$ cat config.mk
export PLATFORM = sky130hd
export DESIGN_NAME = waypoint_heading_steer_stall_detect_unit_flat
export DESIGN_NICKNAME = d
export VERILOG_FILES = /design/src/whssd_pkg.sv /design/src/whssd_if.sv /design/src/waypoint_heading_steer_stall_detect_unit.sv /design/src/flat_wrapper.sv
export SDC_FILE = /design/constraint.sdc
export NUM_CORES = 2
export LEC_CHECK = 0
export ABC_AREA = 1
export BUFFER_PORTS_ARGS = -buffer_cell sky130_fd_sc_hd__buf_2
export CORE_AREA = 2 2 250 499
export CTS_BUF_LIST = sky130_fd_sc_hd__clkbuf_16
export DETAILED_ROUTE_END_ITERATION = 6
export DIE_AREA = 0 0 252 501
export PLACE_DENSITY = 0.57
export SETUP_SLACK_MARGIN = 0.02
export SYNTH_ARGS = -nofsm -noshare
export SYNTH_HDL_FRONTEND = slang
export SYNTH_SLANG_ARGS = --single-unit
$ cat constraint.sdc
create_clock -name clock -period 14.3 [get_ports clock]
set_input_delay 0.715 -clock clock [delete_from_list [all_inputs] [get_ports clock]]
set_output_delay 0.715 -clock clock [all_outputs]
set_load 0.01 [all_outputs]
$ cat src/whssd_pkg.sv
// Types, constants and the arctangent table of the waypoint steering unit.
`timescale 1ns / 1ps
`default_nettype none
package whssd_pkg;

   localparam int CHECK_PERIOD = 30;
   localparam int STALL_LIMIT  = 5;
   localparam int CORDIC_STEPS = 14;

   localparam int NSTEPS     = (CORDIC_STEPS > 20) ? 20 : CORDIC_STEPS;
   localparam int STEP_W     = $clog2(NSTEPS);
   localparam int PHASE_W    = $clog2(CHECK_PERIOD + 1);
   localparam int STALL_W    = $clog2(STALL_LIMIT + 1);
   localparam int ATAN_IDX_W = 5;
   localparam int Z_W        = 25;
   localparam int CORDIC_W   = 32;

   localparam int CSR_IDX_W  = 2;
   localparam int CSR_DATA_W = 15;

   localparam logic [14:0] TURN_SPEED_RST      = 15'd4096;
   localparam logic [14:0] DRIVE_SPEED_RST     = 15'd4096;
   localparam logic [14:0] REACH_DISTANCE_RST  = 15'd128;
   localparam logic [13:0] ANGLE_THRESHOLD_RST = 14'd410;

   // Angles in Q3.12 and Q20.
   localparam logic signed [16:0]    PI_Q12     = 17'sd12868;
   localparam logic signed [16:0]    TWO_PI_Q12 = 17'sd25736;
   localparam logic signed [Z_W-1:0] PI_Q20     = 25'sd3294199;
   localparam logic signed [14:0]    HEADING_MAX = 15'sd12868;
   localparam logic signed [14:0]    HEADING_MIN = -15'sd12868;

   // Stall check limits.
   localparam logic [16:0] STALL_DRIVE_MIN = 17'd41;
   localparam logic [16:0] STALL_YAW_MIN   = 17'd82;
   localparam logic [16:0] POS_TOL         = 17'd13;
   localparam logic [16:0] HEAD_TOL        = 17'd410;
   localparam logic [16:0] HEAD_WRAP       = 17'd25395;

   // Manual speed requests at or below this magnitude are ignored.
   localparam logic [16:0] MANUAL_MIN = 17'd410;

   typedef enum logic [CSR_IDX_W-1:0] {
      CSR_TURN_SPEED,
      CSR_DRIVE_SPEED,
      CSR_REACH_DISTANCE,
      CSR_ANGLE_THRESHOLD
   } csr_index_type;

   typedef enum logic [2:0] {
      ST_IDLE,
      ST_POSE,
      ST_SQX,
      ST_SQY,
      ST_SQR,
      ST_ROT,
      ST_DECIDE
   } state_type;

   // Rounded arctangent of 2^-i in units of 2^-20 rad.
   function automatic logic signed [Z_W-1:0] atan_q20(input logic [ATAN_IDX_W-1:0] idx);
      logic signed [Z_W-1:0] val;
      unique case (idx)
         5'd0:    val = 25'sd823550;
         5'd1:    val = 25'sd486170;
         5'd2:    val = 25'sd256879;
         5'd3:    val = 25'sd130396;
         5'd4:    val = 25'sd65451;
         5'd5:    val = 25'sd32757;
         5'd6:    val = 25'sd16383;
         5'd7:    val = 25'sd8192;
         5'd8:    val = 25'sd4096;
         5'd9:    val = 25'sd2048;
         5'd10:   val = 25'sd1024;
         5'd11:   val = 25'sd512;
         5'd12:   val = 25'sd256;
         5'd13:   val = 25'sd128;
         5'd14:   val = 25'sd64;
         5'd15:   val = 25'sd32;
         5'd16:   val = 25'sd16;
         5'd17:   val = 25'sd8;
         5'd18:   val = 25'sd4;
         5'd19:   val = 25'sd2;
         default: val = '0;
      endcase
      return val;
   endfunction

endpackage
`default_nettype wire

$ cat src/whssd_if.sv
// Valid/ready channel interfaces for pose requests and steering responses.
`timescale 1ns / 1ps
`default_nettype none
interface whssd_req_if;
   logic               valid;
   logic               ready;
   logic signed [15:0] pos_x;
   logic signed [15:0] pos_y_raw;
   logic signed [15:0] raw_heading;
   logic signed [15:0] goal_x;
   logic signed [15:0] goal_y;
   logic               goal_valid;
   logic               selected;
   logic signed [15:0] manual_drive;
   logic signed [15:0] manual_yaw;
   logic               at_task;

   modport source (
      output valid, pos_x, pos_y_raw, raw_heading, goal_x, goal_y, goal_valid,
             selected, manual_drive, manual_yaw, at_task,
      input  ready
   );
   modport sink (
      input  valid, pos_x, pos_y_raw, raw_heading, goal_x, goal_y, goal_valid,
             selected, manual_drive, manual_yaw, at_task,
      output ready
   );
endinterface

interface whssd_rsp_if;
   logic               valid;
   logic               ready;
   logic signed [15:0] drive_cmd;
   logic signed [15:0] yaw_cmd;
   logic signed [14:0] heading;
   logic               stalled;
   logic               waypoint_reached;

   modport source (
      output valid, drive_cmd, yaw_cmd, heading, stalled, waypoint_reached,
      input  ready
   );
   modport sink (
      input  valid, drive_cmd, yaw_cmd, heading, stalled, waypoint_reached,
      output ready
   );
endinterface
`default_nettype wire

$ cat src/waypoint_heading_steer_stall_detect_unit.sv
// Waypoint steering controller with stall detection, one word per control tick.
//
// A pose word on req_chan carries the measured pose, the pending waypoint and the
// operator speed requests. For each accepted word one response word leaves on
// rsp_chan with the drive and yaw commands, the corrected heading, the stall flag
// and the waypoint-reached flag. The csr_ port writes the four steering registers;
// the user must write them only while the unit is idle; the unit does not enforce this.
// Sequence: after acceptance the word passes POSE, SQX, SQY, SQR and DECIDE when no
// bearing is needed (no waypoint, waypoint reached, or task running), and passes ROT
// between SQR and DECIDE otherwise. The bearing comes from a CORDIC unit that performs one
// micro-rotation per cycle in ROT. A single shared multiplier forms the squared distances
// in SQX, SQY and SQR. req_chan.ready returns in the cycle in which the response is first
// offered, so the unit takes no new pose word before the last one reaches the output register.
// Reset restores the register defaults, clears the stall state and the saved
// commands, and empties the output register.
// The response waits in an output register while the receiver stalls; the unit
// already takes the next pose word and holds it before its final step until the
// output register is free.
`timescale 1ns / 1ps
`default_nettype none
module waypoint_heading_steer_stall_detect_unit (
   input  wire logic                                 clock,
   input  wire logic                                 reset,
   whssd_req_if.sink                                 req_chan,
   whssd_rsp_if.source                               rsp_chan,
   input  wire logic                                 csr_wr_en,
   input  wire logic [whssd_pkg::CSR_IDX_W-1:0]      csr_index,
   input  wire logic [whssd_pkg::CSR_DATA_W-1:0]     csr_wr_data
);

   function automatic logic [16:0] mag17(input logic signed [16:0] v);
      return v[16] ? 17'(-v) : 17'(v);
   endfunction

   // Configuration registers.
   logic [14:0] turn_speed_ff;
   logic [14:0] drive_speed_ff;
   logic [14:0] reach_distance_ff;
   logic [13:0] angle_threshold_ff;

   // Sequencer.
   whssd_pkg::state_type state_ff, state_in;
   logic req_ready;
   logic pose_en, sqx_en, sqy_en, sqr_en, rot_en, out_load;

   // Captured request word.
   logic signed [15:0] pos_x_ff, pos_y_raw_ff, raw_heading_ff, goal_x_ff, goal_y_ff;
   logic signed [15:0] manual_drive_ff, manual_yaw_ff;
   logic               goal_valid_ff, selected_ff, at_task_ff;

   // Tick state.
   logic [whssd_pkg::PHASE_W-1:0] tick_phase_ff, tick_phase_in, phase_inc;
   logic [whssd_pkg::STALL_W-1:0] stall_count_ff, stall_count_in;
   logic [whssd_pkg::STALL_W:0]   count_inc;
   logic                          stall_flag_ff, stall_flag_in;
   logic signed [15:0]            last_x_ff, last_x_in, last_y_ff, last_y_in;
   logic signed [14:0]            last_heading_ff, last_heading_in;
   logic signed [15:0]            last_drive_ff, last_yaw_ff;

   // Corrected pose and offsets.
   logic signed [15:0] pos_y;
   logic signed [16:0] rh_wrap, rh_sat, hd;
   logic signed [16:0] dx, dy, dpx, dpy, dhd;

   // Shared multiplier and distance check.
   logic signed [17:0] mul_a, mul_b;
   logic signed [35:0] prod;
   logic [33:0]        d2_ff, d2_in;
   logic               far_ff, far_now;

   // CORDIC unit.
   logic signed [whssd_pkg::CORDIC_W-1:0] cx_ff, cx_in, cy_ff, cy_in, cx0, cy0, xs, ys;
   logic signed [whssd_pkg::Z_W-1:0]      cz_ff, cz_in, atan_val, z_round;
   logic [whssd_pkg::STEP_W-1:0]          step_ff, step_in;

   // Decision.
   logic signed [16:0] bear, delta_s;
   logic [16:0]        delta;
   logic               same_side, turn_right;
   logic signed [15:0] drive_d, yaw_d, man_d, man_y;

   // Output register.
   logic               rsp_valid_ff, rsp_valid_in;
   logic signed [15:0] drive_cmd_ff, yaw_cmd_ff;
   logic signed [14:0] heading_ff;
   logic               stalled_ff, reached_ff;

   // ---------------------------------------------------------------- config
   always_ff @(posedge clock) begin
      if (reset) begin
         turn_speed_ff      <= whssd_pkg::TURN_SPEED_RST;
         drive_speed_ff     <= whssd_pkg::DRIVE_SPEED_RST;
         reach_distance_ff  <= whssd_pkg::REACH_DISTANCE_RST;
         angle_threshold_ff <= whssd_pkg::ANGLE_THRESHOLD_RST;
      end else if (csr_wr_en) begin
         unique case (csr_index)
            whssd_pkg::CSR_TURN_SPEED:      turn_speed_ff      <= csr_wr_data;
            whssd_pkg::CSR_DRIVE_SPEED:     drive_speed_ff     <= csr_wr_data;
            whssd_pkg::CSR_REACH_DISTANCE:  reach_distance_ff  <= csr_wr_data;
            whssd_pkg::CSR_ANGLE_THRESHOLD: angle_threshold_ff <= csr_wr_data[13:0];
            default: ;
         endcase
      end
   end

   // ---------------------------------------------------------------- sequencer
   always_comb begin
      state_in = state_ff;
      unique case (state_ff)
         whssd_pkg::ST_IDLE:   if (req_chan.valid) state_in = whssd_pkg::ST_POSE;
         whssd_pkg::ST_POSE:   state_in = whssd_pkg::ST_SQX;
         whssd_pkg::ST_SQX:    state_in = whssd_pkg::ST_SQY;
         whssd_pkg::ST_SQY:    state_in = whssd_pkg::ST_SQR;
         whssd_pkg::ST_SQR: begin
            if (far_now && !at_task_ff) state_in = whssd_pkg::ST_ROT;
            else                        state_in = whssd_pkg::ST_DECIDE;
         end
         whssd_pkg::ST_ROT: begin
            if (step_ff == whssd_pkg::STEP_W'(whssd_pkg::NSTEPS - 1)) begin
               state_in = whssd_pkg::ST_DECIDE;
            end
         end
         whssd_pkg::ST_DECIDE: if (!rsp_valid_ff || rsp_chan.ready) state_in = whssd_pkg::ST_IDLE;
         default:              state_in = whssd_pkg::ST_IDLE;
      endcase
   end

   always_comb begin
      req_ready = 1'b0;
      pose_en   = 1'b0;
      sqx_en    = 1'b0;
      sqy_en    = 1'b0;
      sqr_en    = 1'b0;
      rot_en    = 1'b0;
      out_load  = 1'b0;
      unique case (state_ff)
         whssd_pkg::ST_IDLE:   req_ready = 1'b1;
         whssd_pkg::ST_POSE:   pose_en   = 1'b1;
         whssd_pkg::ST_SQX:    sqx_en    = 1'b1;
         whssd_pkg::ST_SQY:    sqy_en    = 1'b1;
         whssd_pkg::ST_SQR:    sqr_en    = 1'b1;
         whssd_pkg::ST_ROT:    rot_en    = 1'b1;
         whssd_pkg::ST_DECIDE: out_load  = !rsp_valid_ff || rsp_chan.ready;
         default: ;
      endcase
   end

   assign req_chan.ready = req_ready;

   always_ff @(posedge clock) begin
      if (reset) begin
         state_ff <= whssd_pkg::ST_IDLE;
      end else begin
         state_ff <= state_in;
      end
   end

   always_ff @(posedge clock) begin
      if (req_chan.valid && req_ready) begin
         pos_x_ff        <= req_chan.pos_x;
         pos_y_raw_ff    <= req_chan.pos_y_raw;
         raw_heading_ff  <= req_chan.raw_heading;
         goal_x_ff       <= req_chan.goal_x;
         goal_y_ff       <= req_chan.goal_y;
         goal_valid_ff   <= req_chan.goal_valid;
         selected_ff     <= req_chan.selected;
         manual_drive_ff <= req_chan.manual_drive;
         manual_yaw_ff   <= req_chan.manual_yaw;
         at_task_ff      <= req_chan.at_task;
      end
   end

   // ---------------------------------------------------------------- pose
   always_comb begin
      // Negating the most negative y saturates.
      if (pos_y_raw_ff == 16'sh8000) pos_y = 16'sh7fff;
      else                           pos_y = -pos_y_raw_ff;

      rh_wrap = {raw_heading_ff[15], raw_heading_ff};
      if (rh_wrap > whssd_pkg::PI_Q12) rh_wrap = rh_wrap - whssd_pkg::TWO_PI_Q12;
      rh_sat = (rh_wrap < -whssd_pkg::PI_Q12) ? -whssd_pkg::PI_Q12 : rh_wrap;
      hd     = -rh_sat;

      dx  = {goal_x_ff[15], goal_x_ff} - {pos_x_ff[15], pos_x_ff};
      dy  = {goal_y_ff[15], goal_y_ff} - {pos_y[15], pos_y};
      dpx = {pos_x_ff[15], pos_x_ff} - {last_x_ff[15], last_x_ff};
      dpy = {pos_y[15], pos_y} - {last_y_ff[15], last_y_ff};
      dhd = hd - {{2{last_heading_ff[14]}}, last_heading_ff};
   end

   // Stall check on every CHECK_PERIOD-th tick, against the pose of the last check.
   always_comb begin
      tick_phase_in   = tick_phase_ff;
      stall_count_in  = stall_count_ff;
      stall_flag_in   = stall_flag_ff;
      last_x_in       = last_x_ff;
      last_y_in       = last_y_ff;
      last_heading_in = last_heading_ff;
      phase_inc       = tick_phase_ff + whssd_pkg::PHASE_W'(1);
      count_inc       = {1'b0, stall_count_ff} + (whssd_pkg::STALL_W + 1)'(1);
      if (pose_en) begin
         tick_phase_in = phase_inc;
         if (phase_inc >= whssd_pkg::PHASE_W'(whssd_pkg::CHECK_PERIOD)) begin
            tick_phase_in = '0;
            if (mag17({last_drive_ff[15], last_drive_ff}) < whssd_pkg::STALL_DRIVE_MIN &&
                mag17({last_yaw_ff[15], last_yaw_ff}) < whssd_pkg::STALL_YAW_MIN) begin
               stall_count_in = '0;
               stall_flag_in  = 1'b0;
            end else if (mag17(dpx) < whssd_pkg::POS_TOL && mag17(dpy) < whssd_pkg::POS_TOL &&
                         (mag17(dhd) < whssd_pkg::HEAD_TOL ||
                          mag17(dhd) > whssd_pkg::HEAD_WRAP)) begin
               if (count_inc > (whssd_pkg::STALL_W + 1)'(whssd_pkg::STALL_LIMIT)) begin
                  stall_flag_in  = 1'b1;
                  stall_count_in = whssd_pkg::STALL_W'(whssd_pkg::STALL_LIMIT);
               end else begin
                  stall_count_in = count_inc[whssd_pkg::STALL_W-1:0];
               end
            end
            last_x_in       = pos_x_ff;
            last_y_in       = pos_y;
            last_heading_in = hd[14:0];
         end
      end
   end

   // ---------------------------------------------------------------- distance
   always_comb begin
      if (sqx_en) begin
         mul_a = {dx[16], dx};
         mul_b = {dx[16], dx};
      end else if (sqy_en) begin
         mul_a = {dy[16], dy};
         mul_b = {dy[16], dy};
      end else begin
         mul_a = {3'b000, reach_distance_ff};
         mul_b = {3'b000, reach_distance_ff};
      end
   end

   assign prod    = mul_a * mul_b;
   assign far_now = goal_valid_ff && (d2_ff > prod[33:0]);

   always_comb begin
      d2_in = d2_ff;
      if (sqx_en)      d2_in = prod[33:0];
      else if (sqy_en) d2_in = d2_ff + prod[33:0];
   end

   // ---------------------------------------------------------------- CORDIC
   assign cx0      = {{3{dx[16]}}, dx, 12'b0};
   assign cy0      = {{3{dy[16]}}, dy, 12'b0};
   assign xs       = cx_ff >>> step_ff;
   assign ys       = cy_ff >>> step_ff;
   assign atan_val = whssd_pkg::atan_q20(whssd_pkg::ATAN_IDX_W'(step_ff));

   always_comb begin
      cx_in   = cx_ff;
      cy_in   = cy_ff;
      cz_in   = cz_ff;
      step_in = step_ff;
      if (sqr_en) begin
         step_in = '0;
         // Vectors in the left half plane are mirrored with a base of plus or minus pi.
         if (dx[16]) begin
            cx_in = -cx0;
            cy_in = -cy0;
            cz_in = dy[16] ? -whssd_pkg::PI_Q20 : whssd_pkg::PI_Q20;
         end else begin
            cx_in = cx0;
            cy_in = cy0;
            cz_in = '0;
         end
      end else if (rot_en) begin
         step_in = step_ff + whssd_pkg::STEP_W'(1);
         if (cy_ff > 0) begin
            cx_in = cx_ff + ys;
            cy_in = cy_ff - xs;
            cz_in = cz_ff + atan_val;
         end else if (cy_ff < 0) begin
            cx_in = cx_ff - ys;
            cy_in = cy_ff + xs;
            cz_in = cz_ff - atan_val;
         end
      end
   end

   always_ff @(posedge clock) begin
      d2_ff   <= d2_in;
      cx_ff   <= cx_in;
      cy_ff   <= cy_in;
      cz_ff   <= cz_in;
      step_ff <= step_in;
      if (sqr_en) far_ff <= far_now;
   end

   // ---------------------------------------------------------------- decision
   always_comb begin
      z_round = (cz_ff + 25'sd128) >>> 8;
      if (z_round > 25'(whssd_pkg::PI_Q12))       bear = whssd_pkg::PI_Q12;
      else if (z_round < -25'(whssd_pkg::PI_Q12)) bear = -whssd_pkg::PI_Q12;
      else                                        bear = z_round[16:0];

      delta_s   = bear - hd;
      delta     = mag17(delta_s);
      same_side = (hd >= 0 && bear >= 0) || (hd <= 0 && bear <= 0);
      if (same_side)   turn_right = bear < hd;
      else if (hd > 0) turn_right = delta < 17'(whssd_pkg::PI_Q12);
      else             turn_right = delta > 17'(whssd_pkg::PI_Q12);

      drive_d = last_drive_ff;
      yaw_d   = last_yaw_ff;
      man_d   = selected_ff ? manual_drive_ff : 16'sd0;
      man_y   = selected_ff ? manual_yaw_ff : 16'sd0;
      if (at_task_ff) begin
         drive_d = '0;
         yaw_d   = '0;
      end else begin
         if (far_ff) begin
            if (delta > {3'b000, angle_threshold_ff}) begin
               drive_d = '0;
               yaw_d   = turn_right ? -$signed({1'b0, turn_speed_ff})
                                    : $signed({1'b0, turn_speed_ff});
            end else begin
               drive_d = $signed({1'b0, drive_speed_ff});
               yaw_d   = '0;
            end
         end
         if (mag17({man_d[15], man_d}) > whssd_pkg::MANUAL_MIN ||
             mag17({man_y[15], man_y}) > whssd_pkg::MANUAL_MIN) begin
            drive_d = man_d;
            yaw_d   = man_y;
         end
      end
   end

   // ---------------------------------------------------------------- state and output
   always_comb begin
      if (out_load)            rsp_valid_in = 1'b1;
      else if (rsp_chan.ready) rsp_valid_in = 1'b0;
      else                     rsp_valid_in = rsp_valid_ff;
   end

   always_ff @(posedge clock) begin
      if (reset) begin
         tick_phase_ff   <= '0;
         stall_count_ff  <= '0;
         stall_flag_ff   <= 1'b0;
         last_x_ff       <= '0;
         last_y_ff       <= '0;
         last_heading_ff <= '0;
         last_drive_ff   <= '0;
         last_yaw_ff     <= '0;
         rsp_valid_ff    <= 1'b0;
      end else begin
         tick_phase_ff   <= tick_phase_in;
         stall_count_ff  <= stall_count_in;
         stall_flag_ff   <= stall_flag_in;
         last_x_ff       <= last_x_in;
         last_y_ff       <= last_y_in;
         last_heading_ff <= last_heading_in;
         rsp_valid_ff    <= rsp_valid_in;
         if (out_load) begin
            last_drive_ff <= drive_d;
            last_yaw_ff   <= yaw_d;
         end
      end
   end

   always_ff @(posedge clock) begin
      if (out_load) begin
         drive_cmd_ff <= drive_d;
         yaw_cmd_ff   <= yaw_d;
         heading_ff   <= hd[14:0];
         stalled_ff   <= stall_flag_ff;
         reached_ff   <= goal_valid_ff && !far_ff;
      end
   end

   assign rsp_chan.valid            = rsp_valid_ff;
   assign rsp_chan.drive_cmd        = drive_cmd_ff;
   assign rsp_chan.yaw_cmd          = yaw_cmd_ff;
   assign rsp_chan.heading          = heading_ff;
   assign rsp_chan.stalled          = stalled_ff;
   assign rsp_chan.waypoint_reached = reached_ff;

endmodule
`default_nettype wire

$ cat src/flat_wrapper.sv
// flat-port wrapper written by rule: the top's interface ports become plain ports
module waypoint_heading_steer_stall_detect_unit_flat 
  (clock, reset, csr_wr_en, csr_index, csr_wr_data, req_chan_valid, req_chan_pos_x, req_chan_pos_y_raw, req_chan_raw_heading, req_chan_goal_x, req_chan_goal_y, req_chan_goal_valid, req_chan_selected, req_chan_manual_drive, req_chan_manual_yaw, req_chan_at_task, req_chan_ready, rsp_chan_valid, rsp_chan_drive_cmd, rsp_chan_yaw_cmd, rsp_chan_heading, rsp_chan_stalled, rsp_chan_waypoint_reached, rsp_chan_ready);
  whssd_req_if req_chan_i ();
  whssd_rsp_if rsp_chan_i ();
  input  wire logic clock;
  input  wire logic reset;
  input  wire logic csr_wr_en;
  input  wire logic [whssd_pkg::CSR_IDX_W-1:0] csr_index;
  input  wire logic [whssd_pkg::CSR_DATA_W-1:0] csr_wr_data;
  input wire logic [$bits(req_chan_i.valid)-1:0] req_chan_valid;
  input wire logic [$bits(req_chan_i.pos_x)-1:0] req_chan_pos_x;
  input wire logic [$bits(req_chan_i.pos_y_raw)-1:0] req_chan_pos_y_raw;
  input wire logic [$bits(req_chan_i.raw_heading)-1:0] req_chan_raw_heading;
  input wire logic [$bits(req_chan_i.goal_x)-1:0] req_chan_goal_x;
  input wire logic [$bits(req_chan_i.goal_y)-1:0] req_chan_goal_y;
  input wire logic [$bits(req_chan_i.goal_valid)-1:0] req_chan_goal_valid;
  input wire logic [$bits(req_chan_i.selected)-1:0] req_chan_selected;
  input wire logic [$bits(req_chan_i.manual_drive)-1:0] req_chan_manual_drive;
  input wire logic [$bits(req_chan_i.manual_yaw)-1:0] req_chan_manual_yaw;
  input wire logic [$bits(req_chan_i.at_task)-1:0] req_chan_at_task;
  output wire logic [$bits(req_chan_i.ready)-1:0] req_chan_ready;
  output wire logic [$bits(rsp_chan_i.valid)-1:0] rsp_chan_valid;
  output wire logic [$bits(rsp_chan_i.drive_cmd)-1:0] rsp_chan_drive_cmd;
  output wire logic [$bits(rsp_chan_i.yaw_cmd)-1:0] rsp_chan_yaw_cmd;
  output wire logic [$bits(rsp_chan_i.heading)-1:0] rsp_chan_heading;
  output wire logic [$bits(rsp_chan_i.stalled)-1:0] rsp_chan_stalled;
  output wire logic [$bits(rsp_chan_i.waypoint_reached)-1:0] rsp_chan_waypoint_reached;
  input wire logic [$bits(rsp_chan_i.ready)-1:0] rsp_chan_ready;
  assign req_chan_i.valid = req_chan_valid;
  assign req_chan_i.pos_x = req_chan_pos_x;
  assign req_chan_i.pos_y_raw = req_chan_pos_y_raw;
  assign req_chan_i.raw_heading = req_chan_raw_heading;
  assign req_chan_i.goal_x = req_chan_goal_x;
  assign req_chan_i.goal_y = req_chan_goal_y;
  assign req_chan_i.goal_valid = req_chan_goal_valid;
  assign req_chan_i.selected = req_chan_selected;
  assign req_chan_i.manual_drive = req_chan_manual_drive;
  assign req_chan_i.manual_yaw = req_chan_manual_yaw;
  assign req_chan_i.at_task = req_chan_at_task;
  assign req_chan_ready = req_chan_i.ready;
  assign rsp_chan_valid = rsp_chan_i.valid;
  assign rsp_chan_drive_cmd = rsp_chan_i.drive_cmd;
  assign rsp_chan_yaw_cmd = rsp_chan_i.yaw_cmd;
  assign rsp_chan_heading = rsp_chan_i.heading;
  assign rsp_chan_stalled = rsp_chan_i.stalled;
  assign rsp_chan_waypoint_reached = rsp_chan_i.waypoint_reached;
  assign rsp_chan_i.ready = rsp_chan_ready;
  waypoint_heading_steer_stall_detect_unit u_core (.clock(clock), .reset(reset), .req_chan(req_chan_i), .rsp_chan(rsp_chan_i), .csr_wr_en(csr_wr_en), .csr_index(csr_index), .csr_wr_data(csr_wr_data));
endmodule
# ---- Yosys cells after proc, flatten, opt, wreduce, memory -nomap -nowiden
# Memories as Yosys holds them, arrays and structs flattened. A register that Yosys moved wholly into a read port is not among the register bits.
# Index checks and enable logic that the tools add are counted.
dict set report totals {
  memories 1
  elab_cells 212
  reg_bits 443
  mem_bits_ro 320
}
dict set report op_classes {
  addsub 31
  eq_ne 14
  mul 1
  order_cmp 26
  n_shift 2
  n_mux 69
  n_reduce_logical 33
}
# memory words word_bits read_ports rd_ports_with_merged_regs wr line_no
set mem_list {}
lappend mem_list {{(name not given)} 16 20 1 1 0 whssd_pkg.sv:63} ;# unique case (idx)
# operator count
set op_table {}
lappend op_table {{$mux 32} 10}
lappend op_table {{$mux 17} 12}
lappend op_table {{$mux 16} 11}
lappend op_table {{$mux 25} 6}
lappend op_table {{$neg 17->17} 5}
lappend op_table {{$mux 34} 2}
lappend op_table {{$neg 16->17} 4}
lappend op_table {{$sub 16x16->17} 4}
lappend op_table {{$add 32x32->32} 2}
lappend op_table {{$neg 29->32} 2}
lappend op_table {{$sshr 32x4->32} 2}
lappend op_table {{$sub 32x32->32} 2}
lappend op_table {{$mux 18} 2}
lappend op_table {{$add 34x34->34} 1}
lappend op_table {{$ge 17x1->1 const B} 2}
lappend op_table {{$gt 17x15->1 const B} 2}
lappend op_table {{$gt 17x9->1 const B} 2}
lappend op_table {{$gt 34x34->1} 1}
lappend op_table {{$le 17x1->1 const B} 2}
lappend op_table {{$lt 17x15->1 const B} 2}
lappend op_table {{$lt 17x4->1 const B} 2}
lappend op_table {{$mul 18x18->34} 1}
lappend op_table {{$sub 17x17->17} 2}
lappend op_table {{$gt 32x1->1 const B} 1}
lappend op_table {{47 further kinds} 94}

# ---- Longest topological paths before layout
dict set report depth {
  word_depth 16
  mapped_depth 67
  depth_no_buf 67
}

# ---- Worst setup path before layout
# OpenSTA, ideal clock, no wires.
dict set report synth_path {
  kind {register -> register}
  from {register u_core.pos_y_raw_ff[0]}
  to {register u_core.state_ff[1]}
  n_path_buf 2
  t_arrival_ns 11.396
  slack_ns 2.777
  period_less_slack_ns 11.523
  stages_incl_launch_ff 66
  t_required_ns 14.172
  setup_time_ns 0.128
  cell_sequence {edfxtp_1 inv_1 ha_1 nand2_1 nor3_1 inv_1 nor3_1 inv_1 nor4_1 nor2_1 ha_1 inv_1 o31ai_1 a21oi_1 o21ai_0 nand2_1 nand2_1 nand2_1 [30 not listed] nand2_1 nand3_1 nand2_1 xor2_1 inv_1 ha_1 inv_1 nand3_1 nor2_1 inv_1 nor2_1 nor3_1 nand3_1 nand3_1 o21ai_0 nand2_1 a21oi_1 nor2_1}
}
dict set report synth_between {
  elab_chain_len 11
}
# element line_no
set synth_lines {}
lappend synth_lines {{start, declared} waypoint_heading_steer_stall_detect_unit.sv:47} ;# logic signed [15:0] pos_x_ff, pos_y_raw_ff, raw_heading_ff, goal_x_ff, goal_y_ff;
lappend synth_lines {{start signal, assigned} waypoint_heading_steer_stall_detect_unit.sv:161} ;# pos_y_raw_ff <= req_chan.pos_y_raw;
lappend synth_lines {{$neg 16->16 / $eq 16x16->1 (equally long branches)} {waypoint_heading_steer_stall_detect_unit.sv:177, waypoint_heading_steer_stall_detect_unit.sv:176}}
lappend synth_lines {{$mux 16 (*)} waypoint_heading_steer_stall_detect_unit.sv:176} ;# if (pos_y_raw_ff == 16'sh8000) pos_y = 16'sh7fff;
lappend synth_lines {{$sub 16x16->17 (*)} waypoint_heading_steer_stall_detect_unit.sv:185} ;# dy = {goal_y_ff[15], goal_y_ff} - {pos_y[15], pos_y};
lappend synth_lines {{$mux 18 (*)} waypoint_heading_steer_stall_detect_unit.sv:231} ;# end else if (sqy_en) begin
lappend synth_lines {{$mux 18 (*)} waypoint_heading_steer_stall_detect_unit.sv:228} ;# if (sqx_en) begin
lappend synth_lines {{$mul 18x18->34 (*)} waypoint_heading_steer_stall_detect_unit.sv:240} ;# assign prod = mul_a * mul_b;
lappend synth_lines {{$gt 34x34->1 (*)} waypoint_heading_steer_stall_detect_unit.sv:241} ;# assign far_now = goal_valid_ff && (d2_ff > prod[33:0]);
lappend synth_lines {{$logic_and 1x1->1 (*)} waypoint_heading_steer_stall_detect_unit.sv:241}
lappend synth_lines {{$logic_and 1x1->1 (*)} waypoint_heading_steer_stall_detect_unit.sv:115} ;# if (far_now && !at_task_ff) state_in = whssd_pkg::ST_ROT;
lappend synth_lines {{$mux 2 (*)} waypoint_heading_steer_stall_detect_unit.sv:115}
lappend synth_lines {{$pmux 3 s7 (*)} waypoint_heading_steer_stall_detect_unit.sv:109} ;# unique case (state_ff)
lappend synth_lines {{end signal, assigned} waypoint_heading_steer_stall_detect_unit.sv:152} ;# state_ff <= whssd_pkg::ST_IDLE;
lappend synth_lines {{end signal, assigned} waypoint_heading_steer_stall_detect_unit.sv:154} ;# state_ff <= state_in;
lappend synth_lines {{end, declared} waypoint_heading_steer_stall_detect_unit.sv:42} ;# whssd_pkg::state_type state_ff, state_in;
# Every way passes the cells marked *; elsewhere a longest branch is shown, timed or not.
# A chain may end at the register's enable or synchronous reset.

# ---- Worst setup path in the final report
dict set report layout_path {
  from {register u_core.pos_y_raw_ff[0]}
  to {register u_core.d2_ff[33], data pin}
}
dict set report layout_between {
  elab_chain_len 9
}
# element line_no
set layout_lines {}
lappend layout_lines {{$neg 16->16 / $eq 16x16->1 (equally long branches)} {waypoint_heading_steer_stall_detect_unit.sv:177, waypoint_heading_steer_stall_detect_unit.sv:176}}
lappend layout_lines {{$mux 16 (*)} waypoint_heading_steer_stall_detect_unit.sv:176}
lappend layout_lines {{$sub 16x16->17 (*)} waypoint_heading_steer_stall_detect_unit.sv:185}
lappend layout_lines {{$mux 18 (*)} waypoint_heading_steer_stall_detect_unit.sv:231}
lappend layout_lines {{$mux 18 (*)} waypoint_heading_steer_stall_detect_unit.sv:228}
lappend layout_lines {{$mul 18x18->34 (*)} waypoint_heading_steer_stall_detect_unit.sv:240}
lappend layout_lines {{$add 34x34->34} waypoint_heading_steer_stall_detect_unit.sv:246} ;# else if (sqy_en) d2_in = d2_ff + prod[33:0];
lappend layout_lines {{$mux 34} waypoint_heading_steer_stall_detect_unit.sv:246}
lappend layout_lines {{$mux 34 (*)} waypoint_heading_steer_stall_detect_unit.sv:245} ;# if (sqx_en) d2_in = prod[33:0];
lappend layout_lines {{named net u_core.d2_in[33]} waypoint_heading_steer_stall_detect_unit.sv:68} ;# logic [33:0] d2_ff, d2_in;
lappend layout_lines {{end signal, assigned} waypoint_heading_steer_stall_detect_unit.sv:288} ;# d2_ff <= d2_in;
lappend layout_lines {{end, declared} waypoint_heading_steer_stall_detect_unit.sv:68}
# Mark *: on every way through the listed nets, which the timed path passes. The rest lies on a longest branch. The select of a mux whose other input is x is not followed.

==> out/metrics.yaml <==
place:
  gp_congestion: 0.922
  placed_area_sq_mm: 0.0523
  portBuffers: 187
  dp_hpwl_mm: 115
floorplan:
  dieWidth_microns: 252
  dieArea_sq_mm: 0.126
  rows: 182
  coreArea_sq_mm: 0.123
  io_pins: 188
  initial_core_util_pct: 40.7
  fp.dieH_microns: 501
timing:
  grt_setup_unrepaired: "false"
  fmax_mhz: 75.5
  tightest_slew_ns: 1.15
  drv_slew: 0
  slew_headroom_pct: 23.2
  finalCritPeriodShare_pct: 92.6
  finalClockSkew_ns: 0.0398
  period_minus_slack_ns: 13.24
  hold_viol_final: 0
  whs_ns: 0.225
  fin_setup_tns_ns: 0
  finalSetupViolCount: 0
critical_path:
  r2r_cells: 59
  crit_family: "compound AO/OA/AOI/OAI gates"
  crit_fanout: 15
  startpoint_type: "register"
  crit_arrival_ns: 13.64
  critPathBufInv: 11
  r2r_setup_slack_ns: 1.06
  critPathMaxStageDelay_ns: 0.81
  slowest_stage: "a221oi_1"
  startpoint: "u_core.pos_y_raw_ff[0]"
  cp.required_ns: 14.70
  endpoint_kind: "register"
  worst_r2r_endpoint: "u_core.d2_ff[33]"
  worstSetupPathType: "reg -> reg"
  r2r_start: "u_core.pos_y_raw_ff[0]"
detailed_routing:
  vias_per_cell: 5.16
  routedWlPerCell_microns: 16.8
  drc: 0
  ant_nets: 0
  vias: 44300
  drtIter0Drc: 3321
  drt_first_pass_iters: 6
  drt-total-wl_mm: 144
worst_hold_path:
  hp-start: "req_chan_manual_drive[5]"
  min_to: "u_core.manual_drive_ff[5]"
  hold_depth: 1
  min_path_type: "in -> reg"
logic_synthesis:
  synthesis.area_sq_mm: 0.0498
  yosysSeqAreaShare_pct: 24.4
  ys_ff_latch: 463
  avgSynthCellArea_sq_um: 7.24
  yosys.area_share.simple_pct: 22.6
  async_flop_share_pct: 0
  postSynthCellCount: 6889
  synthesis.yosys.warnings: 0
  netlist-cell-type-count: 73
  synth_xor_area_share_pct: 5.57
  synth_edf_count: 288
  synthAdderAreaFrac_pct: 21.2
  synth_compound_area_share_pct: 14.3
  synth_nets: 7700
  synth.area.mux_share_pct: 0.848
  synth_top_family_by_area: "simple AND/OR/NAND/NOR gates"
  synth-main-ff-cell: "edfxtp_1"
grt:
  overflow: 0
  grt_pass1_vias: 42300
  grt_max_degree: 93
  grt_pass1_wl_mm: 230
  grt_usage_pct: 22.7
  grt_antenna_before_repair: 11
finish:
  finish.instance_area_sq_mm: 0.0540
  final_common_cell: "nand2_1"
  area_growth_pct: 8.41
  nets: 7799
  final_cell_mix: "nand2_1, inv_1, nor2_1"
  drive_above_1_share_pct: 6.40
cts:
  cts.path.max_buffers: 3
  cts_inserted_buffers: 50
  cts_setup_buffers: 0
  cts-htree-levels: 2
  cts_root_buf: "clkbuf_16"
  path_clk_slew_ns: 0.07
  cts_sinks: 463
  tritoncts: "done"
  insertion_delay_ns: 0.66
outcome:
  status: "finished, final reports clean"
flow_run:
  cap_violations: 0
what timing repair did:
action,CTS,global route
setup endpoints to repair,0,2
gates resized for setup,0,4
hold buffers,0,0
registers in the layout (all words and copies together), names as in the netlist, 14 cells and up:
register / count
u_core.d2_ff: 34
u_core.cx_ff: 32
u_core.cy_ff: 32
u_core.cz_ff: 25
u_core.atan_val: 20
u_core.goal_x_ff: 16
u_core.goal_y_ff: 16
u_core.last_drive_ff: 16
u_core.last_x_ff: 16
u_core.last_y_ff: 16
u_core.last_yaw_ff: 16
u_core.manual_drive_ff: 16
u_core.manual_yaw_ff: 16
u_core.pos_x_ff: 16
u_core.pos_y_raw_ff: 16
u_core.raw_heading_ff: 16
u_core.rsp_chan.drive_cmd: 16
u_core.rsp_chan.yaw_cmd: 16
u_core.drive_speed_ff: 15
u_core.last_heading_ff: 15
u_core.reach_distance_ff: 15
u_core.rsp_chan.heading: 15
u_core.turn_speed_ff: 15
u_core.angle_threshold_ff: 14
synthesized netlist by cell type, types with 29 or more instances:
| library cell | number | area share, % |
|---|---|---|
| xor2_1 | 209 | 3.7 |
| a21oi_1 | 481 | 4.8 |
| nand3_1 | 316 | 3.2 |
| nand4_1 | 84 | 1.1 |
| dfxtp_1 | 175 | 7.0 |
| mux2i_1 | 40 | 0.80 |
| edfxtp_1 | 288 | 17 |
| nor3_1 | 131 | 1.3 |
| nand2_1 | 1363 | 10 |
| or2_2 | 35 | 0.44 |
| o22ai_1 | 66 | 0.83 |
| inv_1 | 1236 | 9.3 |
| nor2_1 | 627 | 4.7 |
| xnor2_1 | 106 | 1.9 |
| buf_2 | 29 | 0.29 |
| clkbuf_1 | 123 | 0.93 |
| ha_1 | 389 | 9.8 |
| o31ai_1 | 30 | 0.45 |
| o21ai_0 | 528 | 5.3 |
| fa_1 | 285 | 11 |
stage by stage:
stage / cells / setup WS (ns) / utilization (%)
floorplan: 6889 / 2.78 / -
global placement: 8499 / 1.42 / 42.7
detailed placement: 8499 / 1.21 / 42.7
CTS: 8593 / 1.17 / 44.1
global route: 8596 / 0.0727 / 44.1
finish: 8598 / 1.06 / 44.1
worst max path at each step:
| stage | endpoint | slack, ns | depth (start not counted) |
|---|---|---|---|
| global placement | u_core.state_ff[1] | 1.42 | 64 |
| CTS | u_core.state_ff[1] | 1.17 | 64 |
| detailed placement | u_core.d2_ff[33] | 1.21 | 59 |
| global route | u_core.d2_ff[33] | 0.07 | 58 |
| floorplan | u_core.state_ff[1] | 2.78 | 65 |
| finish | u_core.d2_ff[33] | 1.06 | 59 |
cell families (layout without fill, tap and decap cells):
| kind of cell | after synthesis | count (layout) |
|---|---|---|
| adder cells (fa/ha/maj) | 674 | 674 |
| flip-flops | 463 | 463 |
| AND/OR/NAND/NOR | 2661 | 2661 |
| multiplexers | 42 | 42 |
| other | 0 | 4 |
| buffers and inverters | 1440 | 1581 |
| AO/OA/AOI/OAI | 1293 | 1293 |
| XOR/XNOR | 316 | 316 |
cell type report:
cell class / count / area (sq um)
fillers: 12800 / 68500
multi-input cells: 4986 / 32200
flip-flops and latches: 463 / 12200
inverters: 1261 / 4740
well taps: 1564 / 1960
clock buffers: 54 / 1350
repair buffers: 225 / 1220
clock inverters: 40 / 359
diodes: 4 / 10.0
repair inverters: 1 / 5.00
per-layer routing:
metal | up-vias | track usage [%] | part of all wire [%] | wire length, microns
li1 | 22600 | - | - | -
met5 | - | 0 | 0.041 | 59
met3 | 165 | 2.42 | 5.1 | 7320
met1 | 20600 | 31.4 | 46 | 67000
met4 | 10 | 6.96 | 3.2 | 4560
met2 | 1028 | 37.0 | 45 | 65500
worst register-to-register path, delay by kind of cell (launching register included):
kind            cells  cell delay (ns)
compound gates     16             4.25
xor+xnor            2             0.53
buf+inv            11             1.49
flops               1             0.45
simple gates       20             2.37
fa+ha+maj          10             3.92
Power is not shown: default switching activity piles up to over one toggle a cycle in this logic, so the estimate is an artifact.
